$ cat src/rtl/core/cdq_pkg.sv
// Shared types and constants for the coordinate deque.
package cdq_pkg;

    localparam int DEPTH_DEF       = 256;
    localparam int COORD_WIDTH_DEF = 16;
    localparam int FUNC_W          = 3;

    typedef enum logic [FUNC_W-1:0] {
        FN_PUSH_BACK  = 3'd0,
        FN_PUSH_FRONT = 3'd1,
        FN_POP_BACK   = 3'd2,
        FN_POP_FRONT  = 3'd3,
        FN_SEARCH     = 3'd4,
        FN_CLEAR      = 3'd5
    } t_func;

    typedef enum logic [1:0] {
        ST_IDLE,
        ST_SCAN,
        ST_DONE
    } t_state;

    // What every cell of the chain does on the next clock edge.
    typedef enum logic [1:0] {
        CELL_HOLD,
        CELL_LOAD,
        CELL_SHR,
        CELL_ROL
    } t_cell_op;

endpackage

$ cat src/rtl/core/cdq_cell.sv
// One storage cell of the deque chain, holding a single coordinate pair.
module cdq_cell #(
    parameter int COORD_WIDTH = cdq_pkg::COORD_WIDTH_DEF,
    parameter int CNT_W       = 9,
    parameter int INDEX       = 0
) (
    input  logic                     i_clk,
    input  cdq_pkg::t_cell_op        i_op,
    input  logic [CNT_W-1:0]         i_count,
    input  logic [2*COORD_WIDTH-1:0] i_push,
    input  logic [2*COORD_WIDTH-1:0] i_left,
    input  logic [2*COORD_WIDTH-1:0] i_right,
    output logic [2*COORD_WIDTH-1:0] o_ent
);

    logic [2*COORD_WIDTH-1:0] r_ent;
    logic [2*COORD_WIDTH-1:0] n_ent;

    always_comb begin
        n_ent = r_ent;
        case (i_op)
            cdq_pkg::CELL_HOLD: n_ent = r_ent;
            cdq_pkg::CELL_LOAD: begin
                // A push at the back lands in the first free cell.
                if (i_count == CNT_W'(INDEX)) begin
                    n_ent = i_push;
                end
            end
            cdq_pkg::CELL_SHR:  n_ent = i_left;
            cdq_pkg::CELL_ROL:  n_ent = i_right;
            default:            n_ent = r_ent;
        endcase
    end

    always_ff @(posedge i_clk) begin
        r_ent <= n_ent;
    end

    assign o_ent = r_ent;

endmodule

$ cat config.mk
export PLATFORM = sky130hd
export DESIGN_NAME = cdq_cell
export DESIGN_NICKNAME = d
export VERILOG_FILES = /design/src/rtl/core/cdq_pkg.sv /design/src/rtl/core/cdq_cell.sv
export SDC_FILE = /design/constraint.sdc
export NUM_CORES = 1
export LEC_CHECK = 0
export BUFFER_PORTS_ARGS = -buffer_cell sky130_fd_sc_hd__clkbuf_2
export CORE_MARGIN = 2
export CORE_UTILIZATION = 39
export CTS_CLUSTER_SIZE = 40
export DETAILED_ROUTE_END_ITERATION = 10
export HOLD_SLACK_MARGIN = 0.03
export PLACE_DENSITY_LB_ADDON = 0.2
export SLEW_MARGIN = 40
export SYNTH_ARGS = -nofsm -noshare
export SYNTH_HDL_FRONTEND = slang
export SYNTH_SLANG_ARGS = --single-unit
$ cat constraint.sdc
create_clock -name i_clk -period 1.9 [get_ports i_clk]
set_input_delay 0.285 -clock i_clk [delete_from_list [all_inputs] [get_ports i_clk]]
set_output_delay 0.285 -clock i_clk [all_outputs]
set_load 0.02 [all_outputs]
==> results.py <==
metrics = {
    "timing": {
        "setup_viol": 0,
        "maxSlewHeadroom_pct": 76.6,
        "fmax_mhz": 823,
        "rsz0062_at_grt": "false",
        "slew_violations": 0,
        "worst_slew_pin_slew_ns": 0.350,
        "hold_viol": 0,
        "timing.hold.ws_ns": 0.326,
        "fin_crit_sh_pct": 63.9,
        "period_needed_ns": 1.21,
        "setup_tns_ns": 0,
    },
    "yosys": {
        "async_reset_ff_share_pct": 0,
        "ys_ff_latch": 32,
        "synthTopCellsByArea": "edfxtp_1 57%, mux2i_1 19%, a21oi_1 9.5%",
        "synth_top_area_share_pct": 56.8,
        "synth_area_mm2": 0.00169,
        "synth.distinct_cells": 12,
        "yosysTopAreaCell": "edfxtp_1",
        "postSynthCellCount": 143,
        "ys.flop_type": "edfxtp_1",
        "syn_nets": 251,
        "synth.top_cells.by_count": "32 x a21oi_1, 32 x edfxtp_1, 32 x mux2i_1, 32 x nor2_1",
        "yosys_warnings": 0,
        "syn_avg_cell_area_um2": 11.8,
        "synth_enable_flop_cells": 32,
        "ys_seq_area_share_pct": 56.8,
    },
    "layout": {
        "fin_util_pct": 60.7,
        "fin_area_mm2": 0.00248,
        "largest_reg_flops": 32,
        "fin_nets": 391,
        "area_growth_pct": 46.4,
        "fill_cells": 355,
        "antenna_cells": 0,
        "drive_above_1_share_pct": 53.2,
    },
    "global_route": {
        "grt-ovfl-total": 0,
        "antenna_found_initial": 0,
        "grt_pass1_vias": 1543,
        "grt_max_degree": 40,
        "track_usage_pct": 16.4,
        "grt_pass1_wl_um": 6470,
    },
    "floorplanning": {
        "rows": 23,
        "die_h_um": 69.9,
        "dieArea_mm2": 0.00488,
        "die_width_um": 69.9,
        "core_area_mm2": 0.00409,
        "top_level_ports": 140,
        "initial_utilization_pct": 41.4,
    },
    "clock_network": {
        "cts_tree": "done",
        "clk_pin_slew_worst_paths_ns": 0.06,
        "cts_setup_buffers": 0,
        "cts_sinks": 32,
        "ctsResizeCount": 0,
        "cts_buffers": 5,
        "root_buffer": "clkbuf_8",
        "htreeDepth": 2,
        "cts_buffer_depth": 2,
        "postCtsHoldBufs": 0,
    },
    "min_path": {
        "hp-class": "input pin to flip-flop",
        "hold_depth": 3,
        "min_to": "o_ent[22]$_DFFE_PP_",
        "hold_start": "i_push[22]",
    },
    "worst_setup_path": {
        "start_kind": "input pin",
        "required_ns": 1.87,
        "critPathArrivalTime_ns": 1.19,
        "end_kind": "flip-flop",
        "criticalPathCategory": "input pin to flip-flop",
        "critical_path.max_fanout": 32,
    },
    "drt": {
        "ant_nets": 0,
        "vias": 1556,
        "wl_per_cell_um": 11.9,
        "first_pass_iters": 4,
        "drt_iter0_drc": 44,
        "wirelength_um": 3970,
        "vias_per_cell": 4.66,
        "drc": 0,
    },
    "placed_design": {
        "numPortBuffers": 139,
        "placed_area_mm2": 0.00240,
        "dpl.hpwl_um": 3320,
        "gp_congestion": 0.710,
    },
    "power_and_ir_drop": {
        "design_power_total_uw": 1760,
        "p_leak_uw": 0.00127,
        "ir_worst_vdd_mv": 0.348,
        "powerDensity_mw_per_mm2": 711,
    },
    "outcome": {
        "status": "finished clean",
    },
    "flow_run": {
        "drv_cap": 0,
    },
}
[critical path, stage by stage]
cell and delay, ns:
clkbuf_2 0.08, nor4_1 0.33, a41o_1 0.27, buf_12 0.21
[metal layers]
metal  wire, um  share of wire [%]  track usage (%)
met1       1410                 36             17.0
met2       2110                 53             30.9
met3        402                 10             5.48
met4         46                1.2             5.13
met5          0                  0                0
[logic make-up (layout without fill, tap and decap cells)]
logic type | count (synthesis) | in the layout | share of synthesized area, %
flip-flops | 32 | 32 | 56.8
AO/OA/AOI/OAI | 33 | 33 | 10.1
AND/OR/NAND/NOR | 34 | 34 | 7.83
multiplexers | 32 | 32 | 18.9
buffers and inverters | 12 | 153 | 6.43
[metrics by stage]
| stage | setup slack, ns | cells |
|---|---|---|
| 2_1_floorplan | 0.112 | 143 |
| 3_3_place_gp | 0.449 | 326 |
| 3_5_place_dp | 0.377 | 326 |
| 4_1_cts | 0.672 | 334 |
| 5_1_grt | 0.650 | 334 |
| 6_report | 0.685 | 334 |
[final cells by class]
class | instances | area (um^2) | area share (%)
repair buffers | 144 | 746 | 30.1
well taps | 50 | 62.6 | 2.52
multi-input cells | 99 | 623 | 25.1
flip-flops and latches | 32 | 961 | 38.8
clock inverters | 3 | 13.8 | 0.555
inverters | 1 | 3.75 | 0.151
clock buffers | 5 | 68.8 | 2.78
[placed cells by master, fill, tap and decap left out]
master    netlist  layout
a21oi_1        32      32
inv_1           1       1
nor4_1          2       2
buf_4           1       4
a41o_1          1       1
edfxtp_1       32      32
clkinv_1        0       1
clkbuf_2        0     139
buf_12          3       1
clkbuf_8        0       5
clkinv_2        0       2
mux2i_1        32      32
nor2_1         32      32
[where the power goes]
part | internal [uW] | switching [uW] | total (uW)
combinational | 186 | 226 | 412
sequential | 860 | 17.1 | 877
clock | 248 | 227 | 475
[worst max path at each step]
stage               cells past startpoint                  end       start
floorplan                               2   o_ent[0]$_DFFE_PP_  i_count[1]
global placement                        4   o_ent[3]$_DFFE_PP_  i_count[5]
detailed placement                      4  o_ent[10]$_DFFE_PP_  i_count[5]
CTS                                     4   o_ent[3]$_DFFE_PP_  i_count[5]
global route                            4  o_ent[27]$_DFFE_PP_  i_count[5]
finish                                  4   o_ent[3]$_DFFE_PP_  i_count[5]
No activity file was read; power rests on OpenSTA's default activity.
