## src/rtl/core/cdq_pkg.sv

```systemverilog
// Shared types and constants for the coordinate deque.
package cdq_pkg;

    localparam int DEPTH_DEF       = 256;
    localparam int COORD_WIDTH_DEF = 16;
    localparam int FUNC_W          = 3;

    typedef enum logic [FUNC_W-1:0] {
        FN_PUSH_BACK  = 3'd0,
        FN_PUSH_FRONT = 3'd1,
        FN_POP_BACK   = 3'd2,
        FN_POP_FRONT  = 3'd3,
        FN_SEARCH     = 3'd4,
        FN_CLEAR      = 3'd5
    } t_func;

    typedef enum logic [1:0] {
        ST_IDLE,
        ST_SCAN,
        ST_DONE
    } t_state;

    // What every cell of the chain does on the next clock edge.
    typedef enum logic [1:0] {
        CELL_HOLD,
        CELL_LOAD,
        CELL_SHR,
        CELL_ROL
    } t_cell_op;

endpackage

```

## src/rtl/core/cdq_ctrl.sv

```systemverilog
// Operation sequencer, head comparator and result register of the deque.
module cdq_ctrl #(
    parameter int DEPTH       = cdq_pkg::DEPTH_DEF,
    parameter int COORD_WIDTH = cdq_pkg::COORD_WIDTH_DEF,
    parameter int CNT_W       = $clog2(DEPTH + 1)
) (
    input  logic                       i_clk,
    input  logic                       i_rst_n,
    input  logic                       i_in_valid,
    output logic                       o_in_ready,
    input  logic [cdq_pkg::FUNC_W-1:0] i_func,
    input  logic [2*COORD_WIDTH-1:0]   i_pair,
    input  logic [2*COORD_WIDTH-1:0]   i_head,
    output cdq_pkg::t_cell_op          o_cell_op,
    output logic [CNT_W-1:0]           o_count,
    output logic                       o_out_valid,
    input  logic                       i_out_ready,
    output logic                       o_out_ok,
    output logic [2*COORD_WIDTH-1:0]   o_out_pair,
    output logic [CNT_W-1:0]           o_out_count
);

    localparam int STEP_W = (DEPTH > 1) ? $clog2(DEPTH) : 1;
    localparam int PAIR_W = 2 * COORD_WIDTH;

    cdq_pkg::t_state          r_state, n_state;
    cdq_pkg::t_func           r_op, n_op;
    logic [CNT_W-1:0]         r_count, n_count;
    logic [STEP_W-1:0]        r_step, n_step;
    logic [PAIR_W-1:0]        r_key, n_key;
    logic                     r_res_ok, n_res_ok;
    logic [PAIR_W-1:0]        r_res_pair, n_res_pair;
    logic                     r_out_valid, n_out_valid;
    logic                     r_out_ok, n_out_ok;
    logic [PAIR_W-1:0]        r_out_pair, n_out_pair;
    logic [CNT_W-1:0]         r_out_count, n_out_count;
    cdq_pkg::t_cell_op        cell_op;
    cdq_pkg::t_func           in_func;
    logic                     not_full;
    logic                     not_empty;
    logic                     last_step;
    logic [CNT_W-1:0]         step_ext;

    assign in_func   = cdq_pkg::t_func'(i_func);
    assign not_full  = (r_count < CNT_W'(DEPTH));
    assign not_empty = (r_count != '0);
    assign last_step = (r_step == STEP_W'(DEPTH - 1));
    assign step_ext  = CNT_W'(r_step);

    always_comb begin
        n_state     = r_state;
        n_op        = r_op;
        n_count     = r_count;
        n_step      = r_step;
        n_key       = r_key;
        n_res_ok    = r_res_ok;
        n_res_pair  = r_res_pair;
        n_out_valid = r_out_valid;
        n_out_ok    = r_out_ok;
        n_out_pair  = r_out_pair;
        n_out_count = r_out_count;
        cell_op     = cdq_pkg::CELL_HOLD;

        if (r_out_valid && i_out_ready) begin
            n_out_valid = 1'b0;
        end

        case (r_state)
            cdq_pkg::ST_IDLE: begin
                if (i_in_valid) begin
                    n_op       = in_func;
                    n_key      = i_pair;
                    n_res_ok   = 1'b0;
                    n_res_pair = '0;
                    n_step     = '0;
                    n_state    = cdq_pkg::ST_DONE;
                    case (in_func)
                        cdq_pkg::FN_PUSH_BACK: begin
                            if (not_full) begin
                                cell_op  = cdq_pkg::CELL_LOAD;
                                n_count  = r_count + 1'b1;
                                n_res_ok = 1'b1;
                            end
                        end
                        cdq_pkg::FN_PUSH_FRONT: begin
                            if (not_full) begin
                                cell_op  = cdq_pkg::CELL_SHR;
                                n_count  = r_count + 1'b1;
                                n_res_ok = 1'b1;
                            end
                        end
                        cdq_pkg::FN_POP_FRONT: begin
                            if (not_empty) begin
                                cell_op    = cdq_pkg::CELL_ROL;
                                n_res_pair = i_head;
                                n_count    = r_count - 1'b1;
                                n_res_ok   = 1'b1;
                            end
                        end
                        cdq_pkg::FN_POP_BACK, cdq_pkg::FN_SEARCH: begin
                            if (not_empty) begin
                                n_state = cdq_pkg::ST_SCAN;
                            end
                        end
                        cdq_pkg::FN_CLEAR: begin
                            n_count  = '0;
                            n_res_ok = 1'b1;
                        end
                        default: begin
                            n_res_ok = 1'b0;
                        end
                    endcase
                end
            end
            cdq_pkg::ST_SCAN: begin
                // The ring turns once completely; cell 0 shows entry r_step each cycle.
                cell_op = cdq_pkg::CELL_ROL;
                n_step  = r_step + 1'b1;
                if (r_op == cdq_pkg::FN_SEARCH) begin
                    if ((step_ext < r_count) && (i_head == r_key)) begin
                        n_res_ok = 1'b1;
                    end
                end else begin
                    if (step_ext == (r_count - 1'b1)) begin
                        n_res_ok   = 1'b1;
                        n_res_pair = i_head;
                    end
                end
                if (last_step) begin
                    n_step  = '0;
                    n_state = cdq_pkg::ST_DONE;
                    if (r_op == cdq_pkg::FN_POP_BACK) begin
                        n_count = r_count - 1'b1;
                    end
                end
            end
            cdq_pkg::ST_DONE: begin
                if (!r_out_valid || i_out_ready) begin
                    n_out_valid = 1'b1;
                    n_out_ok    = r_res_ok;
                    n_out_pair  = r_res_pair;
                    n_out_count = r_count;
                    n_state     = cdq_pkg::ST_IDLE;
                end
            end
            default: begin
                n_state = cdq_pkg::ST_IDLE;
            end
        endcase
    end

    always_ff @(posedge i_clk) begin
        if (!i_rst_n) begin
            r_state <= cdq_pkg::ST_IDLE;
        end else begin
            r_state <= n_state;
        end
    end

    always_ff @(posedge i_clk) begin
        if (!i_rst_n) begin
            r_count     <= '0;
            r_step      <= '0;
            r_out_valid <= 1'b0;
        end else begin
            r_count     <= n_count;
            r_step      <= n_step;
            r_out_valid <= n_out_valid;
        end
        r_op        <= n_op;
        r_key       <= n_key;
        r_res_ok    <= n_res_ok;
        r_res_pair  <= n_res_pair;
        r_out_ok    <= n_out_ok;
        r_out_pair  <= n_out_pair;
        r_out_count <= n_out_count;
    end

    assign o_in_ready  = (r_state == cdq_pkg::ST_IDLE);
    assign o_cell_op   = cell_op;
    assign o_count     = r_count;
    assign o_out_valid = r_out_valid;
    assign o_out_ok    = r_out_ok;
    assign o_out_pair  = r_out_pair;
    assign o_out_count = r_out_count;

    a_scan_nonempty: assert property (@(posedge i_clk) disable iff (!i_rst_n)
        (r_state == cdq_pkg::ST_SCAN) |-> (r_count != '0))
        else $error("scan running on an empty deque");

    a_count_bound: assert property (@(posedge i_clk) disable iff (!i_rst_n)
        (r_state == cdq_pkg::ST_IDLE && i_in_valid && in_func == cdq_pkg::FN_PUSH_FRONT
         && !not_full) |=> (r_count == CNT_W'(DEPTH)))
        else $error("refused push changed the count");

    a_pop_back_count: assert property (@(posedge i_clk) disable iff (!i_rst_n)
        (r_state == cdq_pkg::ST_SCAN && last_step && r_op == cdq_pkg::FN_POP_BACK)
        |=> (r_count == $past(r_count) - 1'b1) && r_res_ok)
        else $error("pop at the back did not remove exactly one entry");

    a_scan_rotates: assert property (@(posedge i_clk) disable iff (!i_rst_n)
        (r_state == cdq_pkg::ST_SCAN) |-> (cell_op == cdq_pkg::CELL_ROL) && !o_in_ready)
        else $error("chain not rotating during a scan");

    a_done_to_out: assert property (@(posedge i_clk) disable iff (!i_rst_n)
        (r_state == cdq_pkg::ST_DONE && !r_out_valid)
        |=> r_out_valid && (r_out_count == $past(r_count)))
        else $error("finished result not moved to the output register");

endmodule

```

## config.mk

```make
export PLATFORM = sky130hd
export DESIGN_NAME = cdq_ctrl
export DESIGN_NICKNAME = d
export VERILOG_FILES = /design/src/rtl/core/cdq_pkg.sv /design/src/rtl/core/cdq_ctrl.sv
export SDC_FILE = /design/constraint.sdc
export NUM_CORES = 1
export LEC_CHECK = 0
export ABC_AREA = 1
export ABC_CLOCK_PERIOD_IN_PS = 5000
export BUFFER_PORTS_ARGS = -buffer_cell sky130_fd_sc_hd__buf_2
export CORE_MARGIN = 10
export CORE_UTILIZATION = 45
export DETAILED_ROUTE_END_ITERATION = 7
export PLACE_DENSITY_LB_ADDON = 0.15
export SYNTH_ARGS = -nofsm -noshare
export SYNTH_HDL_FRONTEND = slang
export SYNTH_SLANG_ARGS = --single-unit
```

## constraint.sdc

```tcl
create_clock -name i_clk -period 5 [get_ports i_clk]
set_input_delay 0.5 -clock i_clk [delete_from_list [all_inputs] [get_ports i_clk]]
set_output_delay 0.5 -clock i_clk [all_outputs]
set_load 0.01 [all_outputs]
```

==> results of run 1 <==
[metal layers]
metal,part of all wire,global-route usage
met1,0.43,0.182
met2,0.50,0.268
met3,0.059,0.0538
met4,0.014,0.0653
met5,0,0
[layout make-up]
cell class,instances,share of cell area
clock buffers,20,0.0638
clock inverters,12,0.0178
inverters,78,0.0407
multi-input cells,339,0.254
flip-flops and latches,130,0.506
well taps,172,0.0294
repair buffers,127,0.0876
[worst paths after layout]
| check | endpoint | slack [ns] | startpoint |
|---|---|---|---|
| setup / recovery | o_cell_op[1] | 1.66 | o_count[0] |
| hold / removal | r_key[26] | 0.26 | i_pair[26] |
| setup reg to reg | r_res_pair[14] | 1.98 | o_count[0] |
| hold reg to reg | o_out_pair[31] | 0.42 | r_res_pair[31] |
[critical path, delay by kind of cell (launching register included)]
| kind | cells | cell delay (ns) |
|---|---|---|
| flops | 1 | 0.40 |
| buf+inv | 5 | 0.53 |
| fa+ha+maj | 1 | 0.29 |
| simple gates | 5 | 1.00 |
| compound gates | 1 | 0.19 |
[synthesized netlist by cell type, types with 2 or more instances]
master    count  share of area
xor2_1        5         0.0074
nor2_4        5         0.0096
nand3_1      30          0.025
o21ai_2       4         0.0059
buf_2         4         0.0034
nand2_1     102          0.065
ha_1         11          0.023
nor2_2        5         0.0053
a21oi_2       5         0.0074
nand4_1       4         0.0042
inv_4         2         0.0021
nor3_1        4         0.0034
nor2_1       78          0.050
inv_2         5         0.0032
inv_1        71          0.045
o21a_1        2         0.0025
nand2_4       2         0.0038
a211oi_1      2         0.0025
xnor2_1      26          0.039
o21ai_1       3         0.0025
o21ai_0      15          0.013
a21oi_1      15          0.013
nand3b_1      4         0.0051
dfxtp_1      20          0.068
nand2_2       6         0.0064
edfxtp_1    110           0.56
[cell families (layout without fill, tap and decap cells)]
group                      Yosys count  after routing  share of synthesized area
AOI/OAI and AO/OA                   49             49                     0.0499
and+or+nand+nor                    246            246                      0.188
adders and majority gates           11             11                     0.0234
DFF                                130            130                      0.628
xor gates and xnor gates            32             32                     0.0499
buffers and inverters               84            237                     0.0584
muxes                                1              1                    0.00191
[per-stage QoR]
stage               area, µm²  std cells
global placement         6720        846
floorplan                5890        553
finish                   7320        878
CTS                      7320        878
global route             7320        878
detailed placement       6720        846
[power breakdown]
| part | switching (mW) | internal, mW |
|---|---|---|
| Sequential | 0.156 | 1.63 |
| Combinational | 0.926 | 0.443 |
| Clock | 0.454 | 0.772 |
[sequential cells by signal, summed over array words and instances (netlist names)]
register / count
o_count: 9
o_out_count: 9
o_out_ok: 1
o_out_pair: 32
o_out_valid: 1
r_key: 32
r_op: 3
r_res_ok: 1
r_res_pair: 32
r_state: 2
r_step: 8
==> reports/metrics.yaml, run 1 <==
layout:
  regArea_um2: 3700
  nNetsFinal: 775
  multi_input_area_um2: 1860
  final_util: 0.575
  final_common_cell: "buf_2"
  num-fill-cells: 1134
  final_cell_mix: "buf_2, edfxtp_1, nand2_1"
  area_growth_pct: 24.1
  drive_gt1_frac: 0.283
  n_antenna_cell: 0
global_routing:
  grt_pass1_wl_um: 22400
  overflow: 0
  grt_antenna_before_repair: 0
  grt_pass1_vias: 4368
  grt_usage: 0.159
  grt_max_degree: 43
place:
  io_buffer_count: 125
  dp_hpwl_um: 10400
  place_congestion: 0.910
  post-place-ws_ns: 1.98
cts:
  cts_resized: 0
  cts_buffer_depth: 2
  clk_latency_ns: 0.42
  cts.sink_count: 130
  numCtsBuffers: 17
  clk_pin_slew_ns: 0.06
  cts_root_buffer: "clkbuf_16"
  cts_hold_buf: 0
  post_cts_buffers: 0
  cts_max_level: 4
  cts_tree: "built"
logic_synthesis:
  ys_seq_area_frac: 0.628
  avgSynthCellArea_um2: 10.7
  synth_edf_count: 110
  synth-seq-cells: 130
  synth_nets: 635
  ys_async_sr_fraction: 0
  synth-main-ff-cell: "edfxtp_1"
  ys_types: 39
  syn-cell-area_um2: 5890
  yosys_warnings: 0
  syn_inst: 553
floorplan:
  die_area_um2: 18100
  num_rows: 41
  ioPinCount: 126
  coreArea_um2: 12700
  chipWidth_um: 134
  die-height_um: 134
  initial_utilization: 0.463
sta:
  tightest_slew_ns: 1.02
  finalWorstSetupSlack_ns: 1.66
  relSlewSlack: 0.318
  finalSetupViolCount: 0
  hold_viol: 0
  drv_slew: 0
  rsz0062_at_grt: "false"
  fin_hold_ws_ns: 0.255
  skew_ns: 0.0128
  finalCritPeriodShare: 0.668
  final.setup.tns_ns: 0
  timing.final.crit_period_ns: 3.34
  fmax_ghz: 0.299
drt:
  ant_nets: 0
  drc: 0
  wirelength_um: 14100
  wl_per_cell_um: 16.1
  vias_per_cell: 4.77
  num_vias: 4186
  first_pass_iters: 5
  drtIter0Drc: 297
critical_path:
  path_cells: "inv_1, ha_1, nand2_2, nor2_4, nand2_2, inv_1, nor2_1, nor2_4, inv_2, o21ai_0, inv_1, buf_2"
  end_kind: "output pin"
  max_stage_delay_ns: 0.61
  arrival_ns: 2.84
  startpoint_type: "flop"
  cp_max_fo: 33
  rr_worst_depth: 11
  path_common_cell: "inv_1"
  critPathRequiredTime_ns: 4.50
  slowest_stage: "nor2_4"
  path_class: "flop to output pin"
hold_path:
  hold_depth: 1
  hold_class: "primary input to flop"
power:
  worst_ir_drop_vdd_uv: 330
  p_per_area_nw_per_um2: 598
  p_leak_nw: 3.13
  p_total_mw: 4.38
job:
  maxCapViolations: 0
run_status:
  outcome: "completed"
No activity file was read; power rests on OpenSTA's default activity.
==> run 2: changes to the inputs <==
--- a/config.mk
+++ b/config.mk
@@ -5,8 +5,8 @@
 export SDC_FILE = /design/constraint.sdc
 export NUM_CORES = 1
 export LEC_CHECK = 0
-export ABC_AREA = 1
-export ABC_CLOCK_PERIOD_IN_PS = 5000
+export ABC_AREA = 0
+export ABC_CLOCK_PERIOD_IN_PS = 3300
 export BUFFER_PORTS_ARGS = -buffer_cell sky130_fd_sc_hd__buf_2
 export CORE_MARGIN = 10
 export CORE_UTILIZATION = 45
==> constraint.sdc (replaced) <==
create_clock -name i_clk -period 3.3 [get_ports i_clk]
set_input_delay 0.33 -clock i_clk [delete_from_list [all_inputs] [get_ports i_clk]]
set_output_delay 0.33 -clock i_clk [all_outputs]
set_load 0.01 [all_outputs]
==> reports/metrics.yaml, run 2 <==
layout:
  final_cell_mix: "buf_2, edfxtp_1, and2_1"  # was buf_2, edfxtp_1, nand2_1
  nNetsFinal: 649  # was 775
  drive_gt1_frac: 0.292  # was 0.283
  final_common_cell: "buf_2"  # unchanged
  n_antenna_cell: 0  # unchanged
  area_growth_pct: 24.0  # was 24.1%
place:
  post-place-ws_ns: 0.354  # was 1.98 ns
  dp_hpwl_um: 9720  # was 10400 µm
  place_congestion: 0.846  # was 0.910
  io_buffer_count: 125  # unchanged
sta:
  fin_hold_ws_ns: 0.0891  # was 0.255 ns
  finalCritPeriodShare: 0.930
  skew_ns: 0.00709  # was 0.0128 ns
  tightest_slew_ns: 0.936  # was 1.02 ns
  final.setup.tns_ns: 0  # unchanged
  rsz0062_at_grt: "false"  # unchanged
  finalWorstSetupSlack_ns: 0.231  # was 1.66 ns
  timing.final.crit_period_ns: 3.07
  fmax_ghz: 0.326
  finalSetupViolCount: 0  # unchanged
  drv_slew: 0  # unchanged
  hold_viol: 0  # unchanged
  relSlewSlack: 0.376  # was 0.318
floorplan:
  coreArea_um2: 12500  # was 12700 µm²
  chipWidth_um: 133  # was 134 µm
  die-height_um: 133  # was 134 µm
  die_area_um2: 17600  # was 18100 µm²
  num_rows: 41  # unchanged
  initial_utilization: 0.456  # was 0.463
  ioPinCount: 126  # unchanged
power:
  worst_ir_drop_vdd_uv: 350  # was 330 µV
  p_per_area_nw_per_um2: 597  # was 598 nW/µm²
  p_leak_nw: 2.70  # was 3.13 nW
  p_total_mw: 4.22  # was 4.38 mW
cts:
  cts_buffer_depth: 2  # unchanged
  numCtsBuffers: 17  # unchanged
  cts_max_level: 4  # unchanged
  clk_pin_slew_ns: 0.05  # was 0.06 ns
  clk_latency_ns: 0.41  # was 0.42 ns
  post_cts_buffers: 0  # unchanged
  cts_root_buffer: "clkbuf_16"  # unchanged
  cts_tree: "built"  # unchanged
  cts.sink_count: 130  # unchanged
drt:
  vias_per_cell: 5.24  # was 4.77
  num_vias: 3934  # was 4186
  ant_nets: 0  # unchanged
  drc: 0  # unchanged
  drtIter0Drc: 182  # was 297
  wl_per_cell_um: 17.6  # was 16.1 µm
  wirelength_um: 13200  # was 14100 µm
  first_pass_iters: 4  # was 5
logic_synthesis:
  yosysTopAreaCellShare: 0.579  # was 0.561
  synthTopCellsByCount: "edfxtp_1, and2_1, xnor2_1"  # was edfxtp_1, nand2_1, nor2_1
  yosys_warnings: 0  # unchanged
  synthTopCellsByArea: "edfxtp_1, dfxtp_1, xnor2_1, and2_1, ha_1"  # was edfxtp_1, dfxtp_1, nand2_1, nor2_1, inv_1
  synth-main-ff-cell: "edfxtp_1"  # unchanged
  ys_seq_area_frac: 0.650  # was 0.628
  avgSynthCellArea_um2: 13.0  # was 10.7 µm²
  synth_top_cell_by_area: "edfxtp_1"  # unchanged
  synth_edf_count: 110  # unchanged
  syn_inst: 439  # was 553
  synth_nets: 521  # was 635
  ys_async_sr_fraction: 0  # unchanged
  synth-seq-cells: 130  # unchanged
  ys_types: 59  # was 39
  syn-cell-area_um2: 5700  # was 5890 µm²
  synthMostInstantiatedCell: "edfxtp_1"  # unchanged
critical_path:
  startpoint_type: "flop"  # unchanged
  cp_num_buf_inv: 2  # was 5
  crit_family: "simple AND/OR/NAND/NOR gates"  # unchanged
  cp_max_fo: 14  # was 33
  path_cells: "inv_1, ha_1, or3b_2, or2_1, nor2_4, o21ai_4, a21oi_1, nor3_1, buf_2"  # was inv_1, ha_1, nand2_2, nor2_4, nand2_2, inv_1, nor2_1, nor2_4, inv_2, o21ai_0, inv_1, buf_2
  r2r_setup_slack_ns: 0.49  # was 1.98 ns
  arrival_ns: 2.74  # was 2.84 ns
  critPathRequiredTime_ns: 2.97  # was 4.50 ns
  path_class: "flop to output pin"  # unchanged
  end_kind: "output pin"  # unchanged
  slowest_stage: "or3b_2"  # was nor2_4
  max_stage_delay_ns: 0.51  # was 0.61 ns
global_routing:
  grt_usage: 0.156  # was 0.159
  grt_max_degree: 36  # was 43
  grt_antenna_before_repair: 0  # unchanged
  grt_pass1_vias: 4109  # was 4368
  grt_pass1_wl_um: 21500  # was 22400 µm
  overflow: 0  # unchanged
job:
  maxCapViolations: 0  # unchanged
run_status:
  outcome: "completed"  # unchanged
hold_path:
  hold_class: "primary input to flop"  # unchanged
## run 2: cell count changes in the layout (fill, tap and decap cells not counted), moves of 13 or more
cell,delta
a21oi_1,+13
nor2_1,-55
nand2_1,-84
and2_1,+35
inv_1,-59
nand3_1,-25
## run 2: cell type report
| class | instances | area (µm²) |
|---|---|---|
| clock buffers | 22 | 444 |
| inverters | 13 | 48.8 |
| well taps | 172 | 215 |
| flip-flops and latches | 130 | 3700 |
| repair buffers | 130 | 676 |
| multi-input cells | 275 | 1900 |
| fillers | 1078 | 5450 |
| clock inverters | 9 | 85.1 |
## run 2: path summary, 6_finish.rpt
path / startpoint / to / cells after the start
setup reg to reg: o_count[1] / r_res_pair[17] / 9
hold reg to reg: r_res_pair[20] / o_out_pair[20] / 0
setup / recovery: o_count[1] / o_cell_op[0] / 9
hold / removal: i_pair[2] / r_key[2] / 1
## run 2: worst reg2reg max path, stage by stage (launching register included)
cell and delay (ns):
dfxtp_1 0.43, inv_1 0.13, ha_1 0.22, or3b_2 0.51, or2_1 0.32, nand2_1 0.08
nor4b_1 0.24, a31oi_1 0.19, nor2_4 0.14, buf_12 0.23
## run 2: cell families after synthesis
family / count (synthesis) / synth area share
AOI/OAI and AO/OA: 79 / 0.0928
DFF: 130 / 0.650
adders and majority gates: 11 / 0.0241
and+or+nand+nor: 142 / 0.142
xor gates and xnor gates: 43 / 0.0661
buffers and inverters: 34 / 0.0257
## run 2: metrics by stage
| step | area [µm²] | utilization | instances |
|---|---|---|---|
| floorplan | 5710 | - | 439 |
| global placement | 6520 | 0.521 | 720 |
| detailed placement | 6520 | 0.521 | 720 |
| CTS | 7050 | 0.563 | 751 |
| global route | 7070 | 0.565 | 751 |
| finish | 7070 | 0.565 | 751 |
## run 2: power breakdown
part	internal, mW	leakage [nW]	switching [mW]
combinational	0.209	1.23	0.311
clock	1.03	0.250	0.657
sequential	1.95	1.23	0.0627
total	3.19	2.70	1.03
## run 2: routing by layer
metal	GRT usage	vias up	part of all wire
met5	0	-	0
met1	0.188	1893	0.44
met3	0.0500	22	0.064
met2	0.249	133	0.48
li1	-	1886	-
met4	0.0721	0	0.017
## run 2: what timing repair did
| action | in CTS | in global routing |
|---|---|---|
| setup endpoints to repair | 0 | 4 |
| hold buffers | 0 | 0 |
| gates resized for setup | 0 | 4 |
==> run 3: changes to the inputs <==
--- a/config.mk
+++ b/config.mk
@@ -11,7 +11,8 @@
 export CORE_MARGIN = 10
 export CORE_UTILIZATION = 45
 export DETAILED_ROUTE_END_ITERATION = 7
-export PLACE_DENSITY_LB_ADDON = 0.15
+export GPL_TIMING_DRIVEN = 0
+export PLACE_DENSITY = 0.78
 export SYNTH_ARGS = -nofsm -noshare
 export SYNTH_HDL_FRONTEND = slang
 export SYNTH_SLANG_ARGS = --single-unit
==> reports/metrics.yaml, run 3 (same netlist as run 2, synthesis figures left out) <==
global_routing:
  grt_pass1_vias: 4060  # was 4109
  grt_max_degree: 36  # unchanged
  grt_pass1_wl_um: 21500  # about the same
  grt_usage: 0.157  # was 0.156
  grt_antenna_before_repair: 1  # was 0
  overflow: 0  # unchanged
cts:
  cts.sink_count: 130  # unchanged
  post_cts_buffers: 0  # unchanged
  cts_root_buffer: "clkbuf_16"  # unchanged
  clk_latency_ns: 0.42  # was 0.41 ns
  cts_max_level: 4  # unchanged
  numCtsBuffers: 17  # unchanged
  clk_pin_slew_ns: 0.06  # was 0.05 ns
  cts_tree: "built"  # unchanged
  cts_buffer_depth: 2  # unchanged
sta:
  timing.final.crit_period_ns: 3.05  # was 3.07 ns
  fmax_ghz: 0.328  # was 0.326 GHz
  final.setup.tns_ns: 0  # unchanged
  skew_ns: 0.00595  # was 0.00709 ns
  finalCritPeriodShare: 0.924  # was 0.930
  relSlewSlack: 0.421  # was 0.376
  rsz0062_at_grt: "false"  # unchanged
  hold_viol: 0  # unchanged
  tightest_slew_ns: 0.869  # was 0.936 ns
  drv_slew: 0  # unchanged
  finalSetupViolCount: 0  # unchanged
critical_path:
  cp_max_fo: 16  # was 14
  startpoint_type: "flop"  # unchanged
  path_class: "flop to flop"  # was flop to output pin
  critPathRequiredTime_ns: 3.36  # was 2.97 ns
  end_kind: "flop"  # was output pin
  arrival_ns: 3.11  # was 2.74 ns
layout:
  regArea_um2: 3710  # was 3700 µm²
  multi_input_area_um2: 1900  # unchanged
  num-fill-cells: 1042  # was 1078
  final_common_cell: "buf_2"  # unchanged
  area_growth_pct: 27.0  # was 24.0%
  final_cell_mix: "buf_2, edfxtp_1, and2_1"  # unchanged
  drive_gt1_frac: 0.296  # was 0.292
  nNetsFinal: 668  # was 649
floorplan:
  chipWidth_um: 133  # unchanged
  die-height_um: 133  # unchanged
  coreArea_um2: 12500  # unchanged
  ioPinCount: 126  # unchanged
  initial_utilization: 0.456  # unchanged
  die_area_um2: 17600  # unchanged
  num_rows: 41  # unchanged
drt:
  drc: 0  # unchanged
  ant_nets: 0  # unchanged
  num_vias: 4055  # was 3934
  wl_per_cell_um: 17.8  # was 17.6 µm
  vias_per_cell: 5.26  # was 5.24
  drtIter0Drc: 337  # was 182
  wirelength_um: 13700  # was 13200 µm
  first_pass_iters: 8  # was 4
job:
  maxCapViolations: 0  # unchanged
power:
  power.net_switching_mw: 1.06  # was 1.03 mW
  p_leak_nw: 2.78  # was 2.70 nW
  switching_share: 0.240  # was 0.244
  p_total_mw: 4.40  # was 4.22 mW
  power.internal_mw: 3.35  # was 3.19 mW
  combPwrFrac: 0.125  # was 0.123
  p_clk_frac: 0.421  # was 0.399
  p_per_area_nw_per_um2: 608  # was 597 nW/µm²
  seqPwrFrac: 0.454  # was 0.477
  worst_ir_drop_vdd_uv: 303  # was 350 µV
hold_path:
  hold_class: "primary input to flop"  # unchanged
place:
  place_congestion: 0.885  # was 0.846
  io_buffer_count: 125  # unchanged
  dp_hpwl_um: 10200  # was 9720 µm
run_status:
  outcome: "completed"  # unchanged
## run 3: cell types whose count changed in the layout (fill, tap and decap cells not counted), sizes merged
| cell | before | now |
|---|---|---|
| buf | 130 | 133 |
| bufinv | 1 | 3 |
| clkbuf | 22 | 32 |
| clkinv | 5 | 8 |
| clkinvlp | 3 | 2 |
| diode | 0 | 1 |
| inv | 13 | 14 |
| nor2 | 26 | 27 |
## run 3: worst paths after layout
path / from / to / slack, ns / cells after the start
hold reg to reg: r_res_pair[14] / o_out_pair[14] / 0.42 / 0
hold / removal: i_pair[4] / r_key[4] / 0.08 / 1
setup / recovery: o_count[0] / r_res_pair[1] / 0.25 / 8
setup reg to reg: o_count[0] / r_res_pair[1] / 0.25 / 8
## run 3: power groups by stage
stage / sequential (mW) / clock, mW / combinational (mW)
after floorplan: 2.05 / 0 / 0.305
after global placement: 2.03 / 0 / 0.510
after detailed placement: 2.03 / 0 / 0.544
after CTS: 2.00 / 1.89 / 0.555
after global routing: 2.01 / 1.96 / 0.606
final: 2.00 / 1.85 / 0.551
## run 3: area by class of cell
class / count / share of cell area
diodes: 1 / 0.000346
plain buffers: 20 / 0.0130
clock buffers: 17 / 0.0588
clock inverters: 14 / 0.0225
inverters: 13 / 0.00674
multi-input cells: 276 / 0.262
flip-flops and latches: 130 / 0.512
well taps: 172 / 0.0297
repair buffers: 128 / 0.0951
## run 3: through the flow
step	std cells	instance area, µm²	setup slack (ns)	hold slack [ns]	utilization
2_1_floorplan	439	5710	0.0332	0.400	-
3_3_place_gp	736	6550	-0.493	0.401	0.523
3_5_place_dp	739	6630	-0.0551	0.405	0.529
4_1_cts	771	7230	0.0111	0.0675	0.578
5_1_grt	771	7240	0.0719	0.0591	0.578
6_report	771	7240	0.249	0.0828	0.578
## run 3: metal layers
layer / global-route usage / vias to the layer above / part of all wire
met4: 0.0703 / 0 / 0.022
li1: - / 1929 / -
met5: 0 / - / 0
met1: 0.178 / 1920 / 0.39
met2: 0.263 / 183 / 0.51
met3: 0.0537 / 23 / 0.080
## run 3: repair_timing
item / in CTS / in global routing
gates cloned: 1 / 0
hold buffers: 0 / 0
gates resized for setup: 2 / 3
pin swaps: 0 / 0
endpoints found under the setup margin: 33 / 34
## run 3: worst max-delay path: stages (launching register included)
cell     delay, ns
dfxtp_2       0.38
inv_1         0.12
ha_1          0.23
or3b_2        0.55
or2_1         0.32
nand2_1       0.08
nor4b_1       0.25
a31oi_1       0.28
nor2_4        0.48
